===== config.mk =====
export PLATFORM = sky130hd
export DESIGN_NAME = bresenham_line_rasterizer_flat
export DESIGN_NICKNAME = d
export VERILOG_FILES = /design/src/sv/blr_pkg.sv /design/src/sv/blr_ifs.sv /design/src/sv/blr_walker.sv /design/src/sv/blr_addr_stage.sv /design/src/sv/bresenham_line_rasterizer.sv /design/src/flat_wrapper.sv
export SDC_FILE = /design/constraint.sdc
export NUM_CORES = 1
export LEC_CHECK = 0
export ABC_AREA = 0
export ABC_CLOCK_PERIOD_IN_PS = 13400
export BUFFER_PORTS_ARGS = -buffer_cell sky130_fd_sc_hd__buf_2
export CELL_PAD_IN_SITES_DETAIL_PLACEMENT = 1
export CELL_PAD_IN_SITES_GLOBAL_PLACEMENT = 2
export CORE_MARGIN = 2
export CORE_UTILIZATION = 42
export CTS_CLUSTER_SIZE = 24
export DETAILED_ROUTE_END_ITERATION = 16
export MAX_ROUTING_LAYER = met4
export PLACE_DENSITY_LB_ADDON = 0.1
export SYNTH_ARGS = -nofsm -noshare
export SYNTH_HDL_FRONTEND = slang
export SYNTH_HIERARCHICAL = 1
export SYNTH_SLANG_ARGS = --single-unit
export TNS_END_PERCENT = 30

===== constraint.sdc =====
create_clock -name i_clk -period 13.4 [get_ports i_clk]
set_input_delay 0.67 -clock i_clk [delete_from_list [all_inputs] [get_ports i_clk]]
set_output_delay 0.67 -clock i_clk [all_outputs]
set_load 0.02 [all_outputs]

===== src/sv/blr_pkg.sv =====
package blr_pkg;

    // Coordinate width of the framebuffer.
    localparam int COORD_BITS = 12;
    // Signed error term and doubled deltas of the Bresenham walk.
    localparam int ERR_BITS   = COORD_BITS + 3;
    localparam int TWICE_BITS = COORD_BITS + 1;

    localparam int ADDR_BITS  = 32;
    localparam int PITCH_BITS = 16;
    localparam int COLOR_BITS = 8;

    localparam int CFG_IDX_BITS  = 1;
    localparam int CFG_DATA_BITS = 32;

    localparam logic [CFG_IDX_BITS-1:0] REG_FRAME_BASE = 1'd0;
    localparam logic [CFG_IDX_BITS-1:0] REG_ROW_PITCH  = 1'd1;

    localparam logic [ADDR_BITS-1:0]  FRAME_BASE_RESET = 32'hE000_0000;
    localparam logic [PITCH_BITS-1:0] ROW_PITCH_RESET  = 16'd3072;

    typedef logic [COORD_BITS-1:0] t_coord;
    typedef logic [COLOR_BITS-1:0] t_color;

    typedef enum logic {
        FUNC_LOAD = 1'b0,
        FUNC_STEP = 1'b1
    } t_func;

    // Endpoints and color of a load item.
    typedef struct packed {
        t_coord x_start;
        t_coord y_start;
        t_coord x_end;
        t_coord y_end;
        t_color red;
        t_color green;
        t_color blue;
    } t_line;

    // One pixel of a line, before its address is formed.
    typedef struct packed {
        t_coord x;
        t_coord y;
        t_color red;
        t_color green;
        t_color blue;
        logic   last;
    } t_pixel;

endpackage


===== src/sv/blr_ifs.sv =====
interface blr_in_if
    import blr_pkg::*;
();
    logic   valid;
    logic   ready;
    logic   func;
    t_coord x_start;
    t_coord y_start;
    t_coord x_end;
    t_coord y_end;
    t_color red;
    t_color green;
    t_color blue;

    modport source (
        output valid, func, x_start, y_start, x_end, y_end, red, green, blue,
        input  ready
    );
    modport sink (
        input  valid, func, x_start, y_start, x_end, y_end, red, green, blue,
        output ready
    );
endinterface

interface blr_out_if
    import blr_pkg::*;
();
    logic                 valid;
    logic                 ready;
    t_coord               pixel_x;
    t_coord               pixel_y;
    logic [ADDR_BITS-1:0] byte_address;
    t_color               out_red;
    t_color               out_green;
    t_color               out_blue;
    logic                 last_pixel;

    modport source (
        output valid, pixel_x, pixel_y, byte_address, out_red, out_green, out_blue,
               last_pixel,
        input  ready
    );
    modport sink (
        input  valid, pixel_x, pixel_y, byte_address, out_red, out_green, out_blue,
               last_pixel,
        output ready
    );
endinterface

interface blr_cfg_if
    import blr_pkg::*;
();
    logic                     valid;
    logic                     ready;
    logic [CFG_IDX_BITS-1:0]  index;
    logic [CFG_DATA_BITS-1:0] data;

    modport source (
        output valid, index, data,
        input  ready
    );
    modport sink (
        input  valid, index, data,
        output ready
    );
endinterface


===== src/sv/blr_walker.sv =====
module blr_walker
    import blr_pkg::*;
(
    input  logic   i_clk,
    input  logic   i_rst_n,
    input  logic   i_accept,
    input  t_func  i_func,
    input  t_line  i_line,
    output t_pixel o_pix,
    output logic   o_pix_valid,
    output logic   o_busy
);

    t_coord                r_cur_x, r_cur_y, r_stop_x, r_stop_y;
    logic [ERR_BITS-1:0]   r_err;
    logic [TWICE_BITS-1:0] r_twice_dx, r_twice_dy;
    logic                  r_y_down, r_steep, r_busy;
    t_color                r_red, r_green, r_blue;

    t_coord                n_cur_x, n_cur_y, n_stop_x, n_stop_y;
    logic [ERR_BITS-1:0]   n_err;
    logic [TWICE_BITS-1:0] n_twice_dx, n_twice_dy;
    logic                  n_y_down, n_steep, n_busy;
    t_color                n_red, n_green, n_blue;

    // Load setup: the walk always starts at the smaller column.
    logic   swap;
    t_coord ax, ay, bx, by, dx, dy;
    logic   ld_y_down, ld_steep;

    // Step: one move along the major axis, a conditional one along the minor.
    logic                last;
    logic                err_pos;
    t_coord              y_next;
    logic [ERR_BITS-1:0] err_major, err_minor;

    always_comb begin
        swap      = i_line.x_start > i_line.x_end;
        ax        = swap ? i_line.x_end   : i_line.x_start;
        ay        = swap ? i_line.y_end   : i_line.y_start;
        bx        = swap ? i_line.x_start : i_line.x_end;
        by        = swap ? i_line.y_start : i_line.y_end;
        dx        = bx - ax;
        ld_y_down = by < ay;
        dy        = ld_y_down ? (ay - by) : (by - ay);
        ld_steep  = dx < dy;
    end

    always_comb begin
        last    = r_steep ? (r_cur_y == r_stop_y) : (r_cur_x == r_stop_x);
        err_pos = !r_err[ERR_BITS-1] && (r_err != '0);
        y_next  = r_y_down ? (r_cur_y - t_coord'(1)) : (r_cur_y + t_coord'(1));
        if (r_steep) begin
            err_major = {2'b00, r_twice_dx};
            err_minor = {2'b00, r_twice_dy};
        end else begin
            err_major = {2'b00, r_twice_dy};
            err_minor = {2'b00, r_twice_dx};
        end
    end

    always_comb begin
        n_cur_x    = r_cur_x;
        n_cur_y    = r_cur_y;
        n_stop_x   = r_stop_x;
        n_stop_y   = r_stop_y;
        n_err      = r_err;
        n_twice_dx = r_twice_dx;
        n_twice_dy = r_twice_dy;
        n_y_down   = r_y_down;
        n_steep    = r_steep;
        n_busy     = r_busy;
        n_red      = r_red;
        n_green    = r_green;
        n_blue     = r_blue;
        if (i_accept) begin
            case (i_func)
                FUNC_LOAD: begin
                    n_cur_x    = ax;
                    n_cur_y    = ay;
                    n_stop_x   = bx;
                    n_stop_y   = by;
                    n_twice_dx = {dx, 1'b0};
                    n_twice_dy = {dy, 1'b0};
                    n_y_down   = ld_y_down;
                    n_steep    = ld_steep;
                    n_err      = ld_steep ? ({2'b00, dx, 1'b0} - {3'b000, dy})
                                          : ({2'b00, dy, 1'b0} - {3'b000, dx});
                    n_red      = i_line.red;
                    n_green    = i_line.green;
                    n_blue     = i_line.blue;
                    n_busy     = 1'b1;
                end
                FUNC_STEP: begin
                    if (r_busy) begin
                        if (last) begin
                            n_busy = 1'b0;
                        end else begin
                            n_err = r_err + err_major - (err_pos ? err_minor : '0);
                            if (r_steep) begin
                                n_cur_y = y_next;
                                if (err_pos) begin
                                    n_cur_x = r_cur_x + t_coord'(1);
                                end
                            end else begin
                                n_cur_x = r_cur_x + t_coord'(1);
                                if (err_pos) begin
                                    n_cur_y = y_next;
                                end
                            end
                        end
                    end
                end
                default: begin
                    n_busy = r_busy;
                end
            endcase
        end
    end

    always_ff @(posedge i_clk) begin
        if (!i_rst_n) begin
            r_cur_x    <= '0;
            r_cur_y    <= '0;
            r_stop_x   <= '0;
            r_stop_y   <= '0;
            r_err      <= '0;
            r_twice_dx <= '0;
            r_twice_dy <= '0;
            r_y_down   <= 1'b0;
            r_steep    <= 1'b0;
            r_busy     <= 1'b0;
            r_red      <= '0;
            r_green    <= '0;
            r_blue     <= '0;
        end else begin
            r_cur_x    <= n_cur_x;
            r_cur_y    <= n_cur_y;
            r_stop_x   <= n_stop_x;
            r_stop_y   <= n_stop_y;
            r_err      <= n_err;
            r_twice_dx <= n_twice_dx;
            r_twice_dy <= n_twice_dy;
            r_y_down   <= n_y_down;
            r_steep    <= n_steep;
            r_busy     <= n_busy;
            r_red      <= n_red;
            r_green    <= n_green;
            r_blue     <= n_blue;
        end
    end

    always_comb begin
        o_pix.x     = r_cur_x;
        o_pix.y     = r_cur_y;
        o_pix.red   = r_red;
        o_pix.green = r_green;
        o_pix.blue  = r_blue;
        o_pix.last  = last;
        o_pix_valid = i_accept && (i_func == FUNC_STEP) && r_busy;
        o_busy      = r_busy;
    end

endmodule


===== src/sv/blr_addr_stage.sv =====
module blr_addr_stage
    import blr_pkg::*;
(
    input  logic                  i_clk,
    input  logic                  i_rst_n,
    input  t_pixel                i_pix,
    input  logic                  i_pix_valid,
    input  logic [ADDR_BITS-1:0]  i_frame_base,
    input  logic [PITCH_BITS-1:0] i_row_pitch,
    input  logic                  i_out_ready,
    output logic                  o_ready,
    output logic                  o_valid,
    output t_pixel                o_pix,
    output logic [ADDR_BITS-1:0]  o_addr
);

    logic                 r_sv, r_ov;
    t_pixel               r_spix, r_opix;
    logic [ADDR_BITS-1:0] r_oaddr;

    logic                            adv;
    logic [COORD_BITS+PITCH_BITS-1:0] row_offs;
    logic [COORD_BITS+1:0]            col_offs;
    logic [ADDR_BITS-1:0]             n_addr;

    always_comb begin
        adv      = !r_ov || i_out_ready;
        o_ready  = !r_sv || adv;
        row_offs = r_spix.y * i_row_pitch;
        col_offs = {1'b0, r_spix.x, 1'b0} + {2'b00, r_spix.x};
        n_addr   = i_frame_base + ADDR_BITS'(row_offs) + ADDR_BITS'(col_offs);
    end

    always_ff @(posedge i_clk) begin
        if (!i_rst_n) begin
            r_sv <= 1'b0;
            r_ov <= 1'b0;
        end else begin
            if (adv) begin
                r_ov <= r_sv;
            end
            if (o_ready) begin
                r_sv <= i_pix_valid;
            end
        end
    end

    always_ff @(posedge i_clk) begin
        if (adv && r_sv) begin
            r_opix  <= r_spix;
            r_oaddr <= n_addr;
        end
        if (o_ready && i_pix_valid) begin
            r_spix <= i_pix;
        end
    end

    assign o_valid = r_ov;
    assign o_pix   = r_opix;
    assign o_addr  = r_oaddr;

endmodule


===== src/sv/bresenham_line_rasterizer.sv =====
// Line rasterizer for a framebuffer with three bytes per pixel.
// Items arrive on i_item. A load item (func 0) sets up a line between two
// endpoints with a color and produces no pixel. Each step item (func 1)
// produces one pixel on o_pixel: its column, row, the address of its blue
// byte (frame base plus row times pitch plus three times column, wrapping at
// 32 bits) and the color bytes; the far endpoint carries last_pixel. A step
// item while no line is active produces nothing. A load during a line
// replaces it.
// Throughput is one item per cycle while i_item ready is high: the walker state
// updates at the edge that accepts an item. A pixel is captured at the edge
// that accepts its step item, in one register ahead of the address
// multiplier, and then moves to one output register after it, which drives
// o_pixel.
// When the receiver stalls, the two pixel registers fill and then i_item
// ready drops until o_pixel drains; no pixel is lost or repeated.
// i_cfg writes frame_base (index 0) or row_pitch (index 1) and is always
// ready; write it only while no pixel is in flight.
// Synchronous reset puts the walker idle, empties both pixel registers and
// restores frame_base to 0xE0000000 and row_pitch to 3072.
module bresenham_line_rasterizer
    import blr_pkg::*;
(
    input  logic      i_clk,
    input  logic      i_rst_n,
    blr_in_if.sink    i_item,
    blr_out_if.source o_pixel,
    blr_cfg_if.sink   i_cfg
);

    // Configuration registers.
    logic [ADDR_BITS-1:0]  r_frame_base;
    logic [PITCH_BITS-1:0] r_row_pitch;

    // Handshake on the item channel.
    logic   item_accept;
    t_func  item_func;
    t_line  item_line;

    // Pixel from the walker into the address stage.
    t_pixel walk_pix;
    logic   walk_pix_valid;
    logic   walk_busy;

    // Address stage results.
    logic                 stage_ready;
    logic                 out_valid;
    t_pixel               out_pix;
    logic [ADDR_BITS-1:0] out_addr;

    assign i_cfg.ready = 1'b1;

    always_ff @(posedge i_clk) begin
        if (!i_rst_n) begin
            r_frame_base <= FRAME_BASE_RESET;
            r_row_pitch  <= ROW_PITCH_RESET;
        end else if (i_cfg.valid) begin
            case (i_cfg.index)
                REG_FRAME_BASE: r_frame_base <= i_cfg.data;
                REG_ROW_PITCH:  r_row_pitch  <= i_cfg.data[PITCH_BITS-1:0];
                default:        r_frame_base <= r_frame_base;
            endcase
        end
    end

    // An item is taken whenever the address stage can take a pixel, so a
    // step item never has to wait for its own pixel to find room.
    assign i_item.ready = stage_ready;
    assign item_accept  = i_item.valid && stage_ready;
    assign item_func    = t_func'(i_item.func);

    always_comb begin
        item_line.x_start = i_item.x_start;
        item_line.y_start = i_item.y_start;
        item_line.x_end   = i_item.x_end;
        item_line.y_end   = i_item.y_end;
        item_line.red     = i_item.red;
        item_line.green   = i_item.green;
        item_line.blue    = i_item.blue;
    end

    blr_walker u_walker (
        .i_clk       (i_clk),
        .i_rst_n     (i_rst_n),
        .i_accept    (item_accept),
        .i_func      (item_func),
        .i_line      (item_line),
        .o_pix       (walk_pix),
        .o_pix_valid (walk_pix_valid),
        .o_busy      (walk_busy)
    );

    blr_addr_stage u_addr (
        .i_clk        (i_clk),
        .i_rst_n      (i_rst_n),
        .i_pix        (walk_pix),
        .i_pix_valid  (walk_pix_valid),
        .i_frame_base (r_frame_base),
        .i_row_pitch  (r_row_pitch),
        .i_out_ready  (o_pixel.ready),
        .o_ready      (stage_ready),
        .o_valid      (out_valid),
        .o_pix        (out_pix),
        .o_addr       (out_addr)
    );

    assign o_pixel.valid        = out_valid;
    assign o_pixel.pixel_x      = out_pix.x;
    assign o_pixel.pixel_y      = out_pix.y;
    assign o_pixel.byte_address = out_addr;
    assign o_pixel.out_red      = out_pix.red;
    assign o_pixel.out_green    = out_pix.green;
    assign o_pixel.out_blue     = out_pix.blue;
    assign o_pixel.last_pixel   = out_pix.last;

`ifndef NO_ASSERTIONS
    // A load always leaves an active line behind it.
    a_load_busy: assert property (@(posedge i_clk) disable iff (!i_rst_n)
        item_accept && (item_func == FUNC_LOAD) |=> walk_busy)
        else $error("walker idle after a load item");

    // The far endpoint ends the line.
    a_last_idle: assert property (@(posedge i_clk) disable iff (!i_rst_n)
        walk_pix_valid && walk_pix.last |=> !walk_busy)
        else $error("walker still busy after the last pixel");

    // A step while idle produces no pixel.
    a_idle_step: assert property (@(posedge i_clk) disable iff (!i_rst_n)
        !walk_busy |-> !walk_pix_valid)
        else $error("pixel produced while no line is active");

    // The walker never hands a pixel to a stage that cannot take it.
    a_no_drop: assert property (@(posedge i_clk) disable iff (!i_rst_n)
        walk_pix_valid |-> stage_ready)
        else $error("pixel offered while the address stage is full");
`endif

endmodule


===== src/flat_wrapper.sv =====
// flat-port wrapper written by rule: the top's interface ports become plain ports
module bresenham_line_rasterizer_flat import blr_pkg::*;
  (i_clk, i_rst_n, i_item_valid, i_item_func, i_item_x_start, i_item_y_start, i_item_x_end, i_item_y_end, i_item_red, i_item_green, i_item_blue, i_item_ready, o_pixel_valid, o_pixel_pixel_x, o_pixel_pixel_y, o_pixel_byte_address, o_pixel_out_red, o_pixel_out_green, o_pixel_out_blue, o_pixel_last_pixel, o_pixel_ready, i_cfg_valid, i_cfg_index, i_cfg_data, i_cfg_ready);
  blr_in_if i_item_i ();
  blr_out_if o_pixel_i ();
  blr_cfg_if i_cfg_i ();
  input  logic i_clk;
  input  logic i_rst_n;
  input wire logic [$bits(i_item_i.valid)-1:0] i_item_valid;
  input wire logic [$bits(i_item_i.func)-1:0] i_item_func;
  input wire logic [$bits(i_item_i.x_start)-1:0] i_item_x_start;
  input wire logic [$bits(i_item_i.y_start)-1:0] i_item_y_start;
  input wire logic [$bits(i_item_i.x_end)-1:0] i_item_x_end;
  input wire logic [$bits(i_item_i.y_end)-1:0] i_item_y_end;
  input wire logic [$bits(i_item_i.red)-1:0] i_item_red;
  input wire logic [$bits(i_item_i.green)-1:0] i_item_green;
  input wire logic [$bits(i_item_i.blue)-1:0] i_item_blue;
  output wire logic [$bits(i_item_i.ready)-1:0] i_item_ready;
  output wire logic [$bits(o_pixel_i.valid)-1:0] o_pixel_valid;
  output wire logic [$bits(o_pixel_i.pixel_x)-1:0] o_pixel_pixel_x;
  output wire logic [$bits(o_pixel_i.pixel_y)-1:0] o_pixel_pixel_y;
  output wire logic [$bits(o_pixel_i.byte_address)-1:0] o_pixel_byte_address;
  output wire logic [$bits(o_pixel_i.out_red)-1:0] o_pixel_out_red;
  output wire logic [$bits(o_pixel_i.out_green)-1:0] o_pixel_out_green;
  output wire logic [$bits(o_pixel_i.out_blue)-1:0] o_pixel_out_blue;
  output wire logic [$bits(o_pixel_i.last_pixel)-1:0] o_pixel_last_pixel;
  input wire logic [$bits(o_pixel_i.ready)-1:0] o_pixel_ready;
  input wire logic [$bits(i_cfg_i.valid)-1:0] i_cfg_valid;
  input wire logic [$bits(i_cfg_i.index)-1:0] i_cfg_index;
  input wire logic [$bits(i_cfg_i.data)-1:0] i_cfg_data;
  output wire logic [$bits(i_cfg_i.ready)-1:0] i_cfg_ready;
  assign i_item_i.valid = i_item_valid;
  assign i_item_i.func = i_item_func;
  assign i_item_i.x_start = i_item_x_start;
  assign i_item_i.y_start = i_item_y_start;
  assign i_item_i.x_end = i_item_x_end;
  assign i_item_i.y_end = i_item_y_end;
  assign i_item_i.red = i_item_red;
  assign i_item_i.green = i_item_green;
  assign i_item_i.blue = i_item_blue;
  assign i_item_ready = i_item_i.ready;
  assign o_pixel_valid = o_pixel_i.valid;
  assign o_pixel_pixel_x = o_pixel_i.pixel_x;
  assign o_pixel_pixel_y = o_pixel_i.pixel_y;
  assign o_pixel_byte_address = o_pixel_i.byte_address;
  assign o_pixel_out_red = o_pixel_i.out_red;
  assign o_pixel_out_green = o_pixel_i.out_green;
  assign o_pixel_out_blue = o_pixel_i.out_blue;
  assign o_pixel_last_pixel = o_pixel_i.last_pixel;
  assign o_pixel_i.ready = o_pixel_ready;
  assign i_cfg_i.valid = i_cfg_valid;
  assign i_cfg_i.index = i_cfg_index;
  assign i_cfg_i.data = i_cfg_data;
  assign i_cfg_ready = i_cfg_i.ready;
  bresenham_line_rasterizer u_core (.i_clk(i_clk), .i_rst_n(i_rst_n), .i_item(i_item_i), .o_pixel(o_pixel_i), .i_cfg(i_cfg_i));
endmodule

# Yosys cells after proc, flatten, opt, wreduce, memory -nomap -nowiden
# Index checks and enable logic that the tools add are counted.
[totals] reg_bits=294 mem_count=0 mem_bits_ro=0 latchBits=0 word_cells=100 ram_bits=0
[classes] n_shift=0 n_bitwise=2 n_reduce_logical=18 multipliers=1 eq_ne=6 mux=27 magnitude_cmp=3 n_div=0 n_addsub=13
[op_table] operator="$mux 12" n=14
[op_table] operator="$mux 15" n=4
[op_table] operator="$pmux 12 s2" n=2
[op_table] operator="$sub 12x12->12" n=3
[op_table] operator="$add 32x14->32" n=1
[op_table] operator="$add 32x28->32" n=1
[op_table] operator="$pmux 15 s2" n=1
[op_table] operator="$mul 12x16->28" n=1
[op_table] operator="$sub 13x12->14" n=2
[op_table] operator="$mux 13" n=2
[op_table] operator="$add 12x1->12 const B" n=2
[op_table] operator="$eq 12x12->1" n=2
[op_table] operator="$lt 12x12->1" n=2
[op_table] operator="$add 15x15->15" n=1
[op_table] operator="$reduce_bool 15->1" n=1
[op_table] operator="$sub 15x15->15" n=1
[op_table] operator="$add 13x12->14" n=1
[op_table] operator="$gt 12x12->1" n=1
[op_table] operator="$sub 12x1->12 const B" n=1
[op_table] operator="$reduce_and 4->1" n=2
[op_table] operator="$logic_and 1x1->1" n=6
[op_table] operator="$reduce_and 2->1" n=3
[op_table] operator="$logic_not 1->1" n=3
[op_table] operator="$mux 1" n=3
[op_table] operator="8 further kinds" n=10

# Logic depth before layout (Yosys ltp)
# Gate-level depths: netlist (run 1).
[logic_depth] ltp_word=7 mapped_depth=37 ltp_nobuf=32

# By module
# The synthesis (run 1) kept the hierarchy.
[modules_own_cells] mod="blr_addr_stage" instances=1 area_each_um2=12379.4 cells_per_inst=1093
[modules_own_cells] mod="blr_walker" instances=1 area_each_um2=10597.7 cells_per_inst=1449
[modules_own_cells] mod="bresenham_line_rasterizer" instances=1 area_each_um2=1916.8 cells_per_inst=198

# Worst setup path after synthesis (run 1)
# No wires, ideal clock.
[synth_path] path_kind="input-to-reg" startpoint="input port i_item_x_end[5]" endpoint="register u_core.u_walker.r_err[7]" path_stages=34 path_buffers=7 arrival_ns=6.991 path_slack_ns=6.276 cell_sequence="inv_1 > ha_1 > buf_2 > a21oi_1 > o21a_1 > o221ai_2 > o21ai_2 > clkbuf_1 > clkbuf_1 > buf_1 > a21oi_1 > ha_1 > o311a_1 > o21a_1 > or2_1 > buf_6 > and3_1 > a31o_2 > xnor2_1 > ha_1 > a21o_1 > a21o_1 > a21o_1 > a21o_1 > a21oi_1 > nor2b_1 > o21ai_0 > nand2_1 > a211oi_1 > buf_2 > buf_2 > nor3_1 > a221oi_1 > a21oi_1"
[synth_between] elab_chain_cells=7 elab_cells_between_ends=15
[synth_rtl] item="start, declared" line="flat_wrapper.sv:13" text="input wire logic [$bits(i_item_i.x_end)-1:0] i_item_x_end;"
[synth_rtl] item="$gt 12x12->1" line="blr_walker.sv:38" text="swap = i_line.x_start > i_line.x_end;"
[synth_rtl] item="$mux 12 (on tied branches)" line="blr_walker.sv:42, blr_walker.sv:40"
[synth_rtl] item="$sub 12x12->12 or $lt 12x12->1 (tied branches)" line="blr_walker.sv:45, blr_walker.sv:44"
[synth_rtl] item="$mux 12" line="blr_walker.sv:45" text="dy = ld_y_down ? (ay - by) : (by - ay);"
[synth_rtl] item="$sub 13x12->14, or another cell as far along" line="blr_walker.sv:88" text=": ({2'b00, dy, 1'b0} - {3'b000, dx});"
[synth_rtl] item="$mux 15 *" line="blr_walker.sv:87" text="n_err = ld_steep ? ({2'b00, dx, 1'b0} - {3'b000, dy})"
[synth_rtl] item="$pmux 15 s2 *" line="blr_walker.sv:77" text="case (i_func)"
[synth_rtl] item="end signal, assigned" line="blr_walker.sv:141" text="r_err <= n_err;"
[synth_rtl] item="end, declared" line="blr_walker.sv:15" text="logic [ERR_BITS-1:0] r_err;"
# Mark *: on every way between the ends. The rest lies on a longest branch, timed or not.
# A chain may end at the register's enable or synchronous reset.

# Worst setup path after layout (run 1)
[layout_path] startpoint="input port i_item_x_start[0]" endpoint="register u_core.u_walker.r_err[14]"
[layout_between] elab_cells_between_ends=15
[layout_lines] item="start, declared" line="flat_wrapper.sv:11" text="input wire logic [$bits(i_item_i.x_start)-1:0] i_item_x_start;"
[layout_lines] item="$gt 12x12->1" line="blr_walker.sv:38"
[layout_lines] item="$mux 12 (on tied branches)" line="blr_walker.sv:41, blr_walker.sv:39"
[layout_lines] item="$sub 12x12->12 *" line="blr_walker.sv:43" text="dx = bx - ax;"
[layout_lines] item="via u_core.u_walker.dx[0]" line="blr_walker.sv:28" text="t_coord ax, ay, bx, by, dx, dy;"
[layout_lines] item="$sub 13x12->14, or another cell as far along" line="blr_walker.sv:88"
[layout_lines] item="$mux 15 *" line="blr_walker.sv:87"
[layout_lines] item="$pmux 15 s2 *" line="blr_walker.sv:77"
# Mark *: on every way through the listed nets, which the timed path passes. The rest lies on a longest branch.

==> out/qor.txt, run 1 <==
worst reg-to-reg setup slack -> 7.04 ns
power density of the placed cells -> 138 nW/um^2
cell taking the most area after synthesis -> fa_1
starting utilization of the core area -> 42.3%
H-tree levels -> 2
Worst Hold Launch -> i_item_red[1]
antenna violations before repair -> 2
Static Leakage -> 12.3 nW
Die Width -> 247 um
routability cong. -> 0.893
main area contributors after synthesis -> fa_1, edfxtp_1, dfxtp_1
maximum single-stage delay on the critical path -> 0.71 ns
Post-Route Setup TNS -> 0 ns
via count -> 19900
Final Max Tran Viols -> 0
top library cells by usage in the layout, fill and taps aside -> nand2_1, inv_1, fa_1, buf_2, dfxtp_1
layout cell share with drive strength beyond 1 -> 12.2%
worst reg2reg path startpoint -> u_core/u_addr/r_spix[27]
most frequent cell on the critical path -> a21o_1
reg2reg end -> u_core/u_addr/o_addr[27]
crit start category -> primary input
total setup violations reported at the end of the flow -> 0
overflow left after global routing -> 0
aggregate global-route resource usage -> 27.2%
CTS-repair resized insts -> 0
clock sinks -> 294
routed len/inst -> 21.9 um
DRC violation count after routing -> 0
worst-path fanout max -> 69
number of buffers created by CTS -> 36
CTS Root Cell -> clkbuf_16
DRT iter0 DRCs -> 891
FILL cells -> 6822
wirelength, routed -> 80100 um
number of nets in the synthesized netlist -> 3217
cell type of the slowest stage on the worst timing path -> nor2_1
number of instances on the worst hold path -> 3
register bit count reported by yosys -> 294
worst r2r path cells -> 18
Die Height -> 247 um
number of cells produced by synthesis -> 2740
post-route minimum period -> 7.40 ns
Worst Hold End -> u_core/u_walker/r_red[1]
TritonCTS clock tree -> done
fin crit share -> 55.2%
number of global-route vias before repair -> 21300
category of the most critical setup path -> primary input to register
mux share of post-synthesis cell area -> 3.45%
synthesized-area fraction occupied by ao, oa, aoi and oai cells -> 14.8%
Setup crit start -> i_item_x_start[0]
worst endpoint data arrival time -> 7.84 ns
Yosys Warn Count -> 6
full die area -> 61200 um^2
# Max-Cap Violations -> 0
most common library cell in the layout ignoring fill and taps -> nand2_1
count of non-filler cells in the finished layout -> 3657
P&R area growth vs syn -> 10.9%
sequential element share of the synthesized area -> 28.9%
number of cell rows -> 89
antenna viol nets, final -> 0
buffers inserted during post-CTS setup optimization -> 0
Mean Syn Cell Area -> 9.09 um^2
number of distinct library cell variants in the gate-level netlist after synthesis -> 105
outcome -> complete, no violations
Hold WC Path Type -> primary input to register
required time of the worst setup path -> 13.83 ns
CP Capture Type -> register
pin count of the biggest net entering global routing -> 78
Total Nets Final -> 3332
main combinational cell family by area after synthesis -> adder cells
Post-synth EDFFs -> 130
buffers added on ports -> 193
adder and majority cell fraction of the synthesized area -> 25.0%
asr flop ratio synth -> 0%
post-synth top area share -> 16.5%
setup repair after global routing missed its margin -> false
clock network latency to the later pin of the worst-skew pair -> 0.57 ns
IR Drop Worst-Case VDD -> 0.0000908 V
PnR Total Power -> 0.00382 W
via-per-instance ratio -> 5.45
DP Wirelength -> 62400 um
endpoints failing hold -> 0
Post-Synth Simple-Gate Area -> 16.6%
Netlist Area Pre-Place -> 24900 um^2
hold bufs inserted after CTS -> 0
Reg clk slew, reported paths -> 0.06 ns
first-pass GRT wire length -> 125000 um
post-synthesis xor/xnor area fraction -> 3.80%
placed cells -> 3590
io pins -> 195
achievable clock frequency -> 135 MHz
largest clock skew in the final design -> 0.0249 ns
area of the core -> 58800 um^2
number of iterations in the first detailed-routing pass -> 4
Post-synth top flop -> dfxtp_1
relative max-transition margin -> 41.4%
worst-margin pin slew -> 0.879 ns
worst-case clock buffer depth -> 3
cell families (layout without fill, tap and decap cells):
logic type,count (synthesis),after routing
and+or+nand+nor,881,881
AOI/OAI and AO/OA,543,543
buffers and inverters,455,598
adders and majority gates,377,377
DFF,294,294
xor gates and xnor gates,106,106
muxes,83,83
other,1,2
critical path: cells and delay by family:
family,cells,cell delay (ns)
and+or+nand+nor,6,1.84
buffers and inverters,5,1.29
muxes,1,0.22
xor gates and xnor gates,1,0.25
adders and majority gates,2,0.81
AOI/OAI and AO/OA,13,2.71
Yosys cell counts, drive strengths merged (60+ instances only):
cell type	number
clkbuf	96
edfxtp	130
dfxtp	164
inv	319
fa	205
and2	129
ha	161
nor2	143
mux2i	60
nand2	414
xnor2	69
a21oi	152
o21ai	126
state kept, by name (all words and copies together) (netlist names), 12 cells and up:
register                    cells
u_core/r_row_pitch             16
u_core/u_addr/r_spix           49
u_core/u_walker/r_stop_y       12
u_core/u_walker/r_twice_dy     12
u_core/u_addr/o_pix            49
u_core/u_addr/o_addr           32
u_core/u_walker/r_err          15
u_core/u_walker/r_cur_y        12
u_core/u_walker/r_stop_x       12
u_core/u_walker/r_cur_x        12
u_core/r_frame_base            32
u_core/u_walker/r_twice_dx     12
metrics by stage:
stage          hold slack (ns)  util, %  setup slack (ns)  cell area [um^2]
4_1_cts                  0.307     47.0              6.07             27600
6_report                 0.336     47.0              6.00             27600
3_5_place_dp             0.405     44.9              5.51             26400
5_1_grt                  0.336     47.0              5.30             27600
2_1_floorplan            0.400        -              6.28             24900
3_3_place_gp             0.401     44.9              5.75             26400
cell type report:
cell class,count,area [um^2],share of cell area (%)
Clock inverter,16,201,0.730
Sequential cell,294,7190,26.0
Inverter,319,1200,4.34
Tap cell,773,967,3.50
Timing Repair Buffer,213,1120,4.05
Clock buffer,50,1020,3.71
Antenna cell,1,2.50,0.00906
Multi-Input combinational cell,1991,15900,57.6
routing by layer:
layer  share of wire, %  vias to the layer above  GRT usage [%]
met5                  0                        -              -
met4                2.3                        0           6.59
met3                2.6                      100           2.25
met2                 50                      315           47.2
met1                 45                    10100           34.4
li1                   -                     9437              -
worst max-delay path by stage:
stage | slack (ns) | cells past startpoint | endpoint
floorplan | 6.28 | 34 | u_core/u_walker/r_err[7]
global placement | 5.75 | 28 | u_core/u_walker/r_err[14]
detailed placement | 5.51 | 28 | u_core/u_walker/r_err[14]
CTS | 6.07 | 28 | u_core/u_walker/r_err[14]
global route | 5.30 | 28 | u_core/u_walker/r_err[12]
finish | 6.00 | 28 | u_core/u_walker/r_err[14]
power by group:
part | internal (W) | switching, W | leakage, nW
logic | 0.000682 | 0.00104 | 9.09
clock network | 0.000602 | 0.000426 | 0.595
registers | 0.00101 | 0.0000639 | 2.57
total | 0.00229 | 0.00153 | 12.3
Note: power is estimated with default switching activity, not from simulation.
==> inputs of run 2 (changes only) <==
--- a/config.mk
+++ b/config.mk
@@ -6,12 +6,12 @@
 export NUM_CORES = 1
 export LEC_CHECK = 0
 export ABC_AREA = 0
-export ABC_CLOCK_PERIOD_IN_PS = 13400
+export ABC_CLOCK_PERIOD_IN_PS = 6400
 export BUFFER_PORTS_ARGS = -buffer_cell sky130_fd_sc_hd__buf_2
 export CELL_PAD_IN_SITES_DETAIL_PLACEMENT = 1
 export CELL_PAD_IN_SITES_GLOBAL_PLACEMENT = 2
 export CORE_MARGIN = 2
-export CORE_UTILIZATION = 42
+export CORE_UTILIZATION = 35
 export CTS_CLUSTER_SIZE = 24
 export DETAILED_ROUTE_END_ITERATION = 16
 export MAX_ROUTING_LAYER = met4
==> constraint.sdc (replaced) <==
create_clock -name i_clk -period 6.4 [get_ports i_clk]
set_input_delay 0.32 -clock i_clk [delete_from_list [all_inputs] [get_ports i_clk]]
set_output_delay 0.32 -clock i_clk [all_outputs]
set_load 0.02 [all_outputs]
==> run 2 against run 1 <==
Against the previous run: highest routed layer unchanged; critical path depth decreased by 12; clock skew decreased by 0.0047 ns; final area increased by 5.3%; critical endpoint is now u_core/u_addr/o_addr[26]; power increased by 120%; critical path type is now register to register; utilization decreased by 5.6 points.
==> out/qor.txt, run 2 (synthesis gave the netlist of run 1 again) <==
worst slack, placed -> -0.101 ns (-5.61 ns)
Setup crit start -> u_core/u_addr/r_spix[34]
smallest hold slack -> 0.0278 ns (-0.308 ns)
achievable clock frequency -> 163 MHz
number of iterations in the first detailed-routing pass -> 4 (unchanged)
area taken by flip-flops and latches -> 7190 um^2 (about the same)
wirelength, routed -> 80200 um (+0.15%)
full die area -> 73300 um^2 (+20%)
top library cells by usage in the layout, fill and taps aside -> nand2_1, inv_1, fa_1, buf_2
crit start category -> register
Final Max Tran Viols -> 0 (unchanged)
worst endpoint data arrival time -> 6.44 ns (-1.40 ns)
layout cell share with drive strength beyond 1 -> 15.3% (+3.1 points)
aggregate global-route resource usage -> 22.6% (-4.6 points)
# Max-Cap Violations -> 0 (unchanged)
via-per-instance ratio -> 5.10 (-6.5%)
DRT iter0 DRCs -> 886 (-0.56%)
number of instances on the worst hold path -> 3 (unchanged)
clock network latency to the later pin of the worst-skew pair -> 0.57 ns (about the same)
DP Wirelength -> 63600 um (+2.0%)
IR Drop Worst-Case VDD -> 0.000219 V (+140%)
starting utilization of the core area -> 35.4% (-6.9 points)
CP Capture Type -> register
Seq pwr share -> 27.1% (-0.9 points)
Hold WC Path Type -> primary input to register
antenna viol nets, final -> 0 (unchanged)
relative contribution of the clock network to total power -> 27.5% (+0.6 points)
fin crit share -> 95.9%
maximum single-stage delay on the critical path -> 0.74 ns (+0.03 ns)
number of cell rows -> 97 (+9.0%)
endpoints failing hold -> 0 (unchanged)
worst-margin pin slew -> 0.967 ns (+0.0877 ns)
Static Leakage -> 13.0 nW (+5.9%)
antenna violations before repair -> 5 (+3)
worst r2r path cells -> 16 (-2)
worst-path fanout max -> 17 (-75%)
overflow left after global routing -> 0 (unchanged)
required time of the worst setup path -> 6.70 ns (-7.13 ns)
crit path setup slack, layout -> 0.260 ns (-5.74 ns)
number of buffers created by CTS -> 39 (+8.3%)
proportion of power drawn by combinational gates -> 45.5% (+0.5 points)
Worst Setup EP -> u_core/u_addr/o_addr[26]
Die Height -> 271 um (+9.4%)
pin count of the biggest net entering global routing -> 67 (-14%)
relative max-transition margin -> 34.9% (-6.4 points)
setup repair after global routing missed its margin -> true
power density of the placed cells -> 285 nW/um^2 (+110%)
routability cong. -> 0.891 (-0.20%)
CTS Root Cell -> clkbuf_16
buffers added on ports -> 193 (unchanged)
area of the core -> 70300 um^2 (+20%)
cell-internal power -> 0.00505 W (+120%)
io pins -> 195 (unchanged)
post-route minimum period -> 6.14 ns
cells traversed along the worst timing path -> and2_1 -> fa_1 -> fa_1 -> fa_1 -> fa_1 -> fa_1 -> inv_1 -> fa_1 -> inv_1 -> ha_1 -> nand4_1 -> o211ai_2 -> o21ai_1 -> nand3_1 -> a221oi_1 -> xnor2_1
cell type of the slowest stage on the worst timing path -> edfxtp_1
reg2reg end -> u_core/u_addr/o_addr[26]
P&R area growth vs syn -> 16.8%
clock sinks -> 294 (unchanged)
PnR Total Power -> 0.00828 W (+120%)
largest clock skew in the final design -> 0.0201 ns (-0.00473 ns)
via count -> 20200 (+1.4%)
first-pass GRT wire length -> 127000 um (+1.4%)
Reg clk slew, reported paths -> 0.05 ns (about the same)
FILL cells -> 8149 (+19%)
worst reg-to-reg setup slack -> 0.26 ns (-6.78 ns)
most common library cell in the layout ignoring fill and taps -> nand2_1
category of the most critical setup path -> register to register
switching part of the total -> 39.0% (-1.0 points)
total setup violations reported at the end of the flow -> 0 (unchanged)
TritonCTS clock tree -> done
worst-case clock buffer depth -> 3 (unchanged)
total net switching power -> 0.00323 W (+110%)
most frequent cell on the critical path -> fa_1
H-tree levels -> 2 (unchanged)
DRC violation count after routing -> 0 (unchanged)
worst reg2reg path startpoint -> u_core/u_addr/r_spix[34]
Total Nets Final -> 3473 (+4.2%)
outcome -> complete, no violations
Die Width -> 271 um (+9.4%)
area of the multi-input gates -> 15900 um^2 (about the same)
routed len/inst -> 20.2 um (-7.7%)
number of global-route vias before repair -> 21900 (+2.7%)
==> run 2: layout make-up <==
cell class                      count  share of cell area [%]
Clock buffer                       48                    3.61
Sequential cell                   294                    24.7
Antenna cell                        1                 0.00860
Clock inverter                     23                   0.916
Timing Repair Buffer              351                    7.85
Inverter                          319                    4.12
Tap cell                          940                    4.04
Multi-Input combinational cell   1991                    54.7
==> run 2: worst min-delay path by stage <==
stage                                         from                 endpoint  slack, ns
final                               i_cfg_data[17]  u_core/r_frame_base[17]       0.03
after global routing                i_cfg_data[16]  u_core/r_frame_base[16]       0.02
after CTS                           i_cfg_data[16]  u_core/r_frame_base[16]     0.0003
after detailed placement   u_core/u_addr/r_spix[0]   u_core/u_addr/o_pix[0]       0.41
after global placement    u_core/u_addr/r_spix[24]  u_core/u_addr/o_pix[24]       0.40
after floorplan            u_core/u_addr/r_spix[0]   u_core/u_addr/o_pix[0]       0.40
==> run 2: worst max-delay path, delay by kind of cell (launching register included) <==
kind,cells,cell delay [ns]
AOI/OAI and AO/OA,3,0.71
adders and majority gates,7,3.51
and+or+nand+nor,3,0.67
buffers and inverters,2,0.11
DFF,1,0.74
xor gates and xnor gates,1,0.12
==> run 2: what timing repair did <==
| action | CTS | global route |
|---|---|---|
| resized for setup | 0 | 5 |
| endpoints found under the setup margin | 0 | 20 |
| hold endpoints to repair | 31 | 0 |
| hold buffers | 31 | 0 |
| setup buffers | 0 | 22 |
==> run 2: through the flow <==
step	instances	cell area [um^2]	setup TNS, ns	utilization, %
after global placement	3842	27200	0	38.7
final	3967	29100	0	41.4
after global routing	3967	29100	-0.0174	41.4
after CTS	3944	28900	0	41.1
after detailed placement	3842	27200	-0.225	38.7
after floorplan	2740	24900	0	-
==> run 2: per-layer routing <==
metal | vias up | GRT usage, % | part of all wire (%)
met4 | 0 | 5.15 | 2.1
met1 | 10200 | 28.4 | 46
met5 | - | - | 0
met3 | 89 | 2.01 | 2.2
met2 | 242 | 39.3 | 50
li1 | 9725 | - | -
==> run 2: power groups by stage <==
stage               Clock, W  Combinational [W]  Sequential [W]
floorplan                  0            0.00267         0.00222
global placement           0            0.00367         0.00228
detailed placement         0            0.00374         0.00228
CTS                  0.00236            0.00379         0.00224
global route         0.00242            0.00422         0.00225
finish               0.00227            0.00376         0.00224
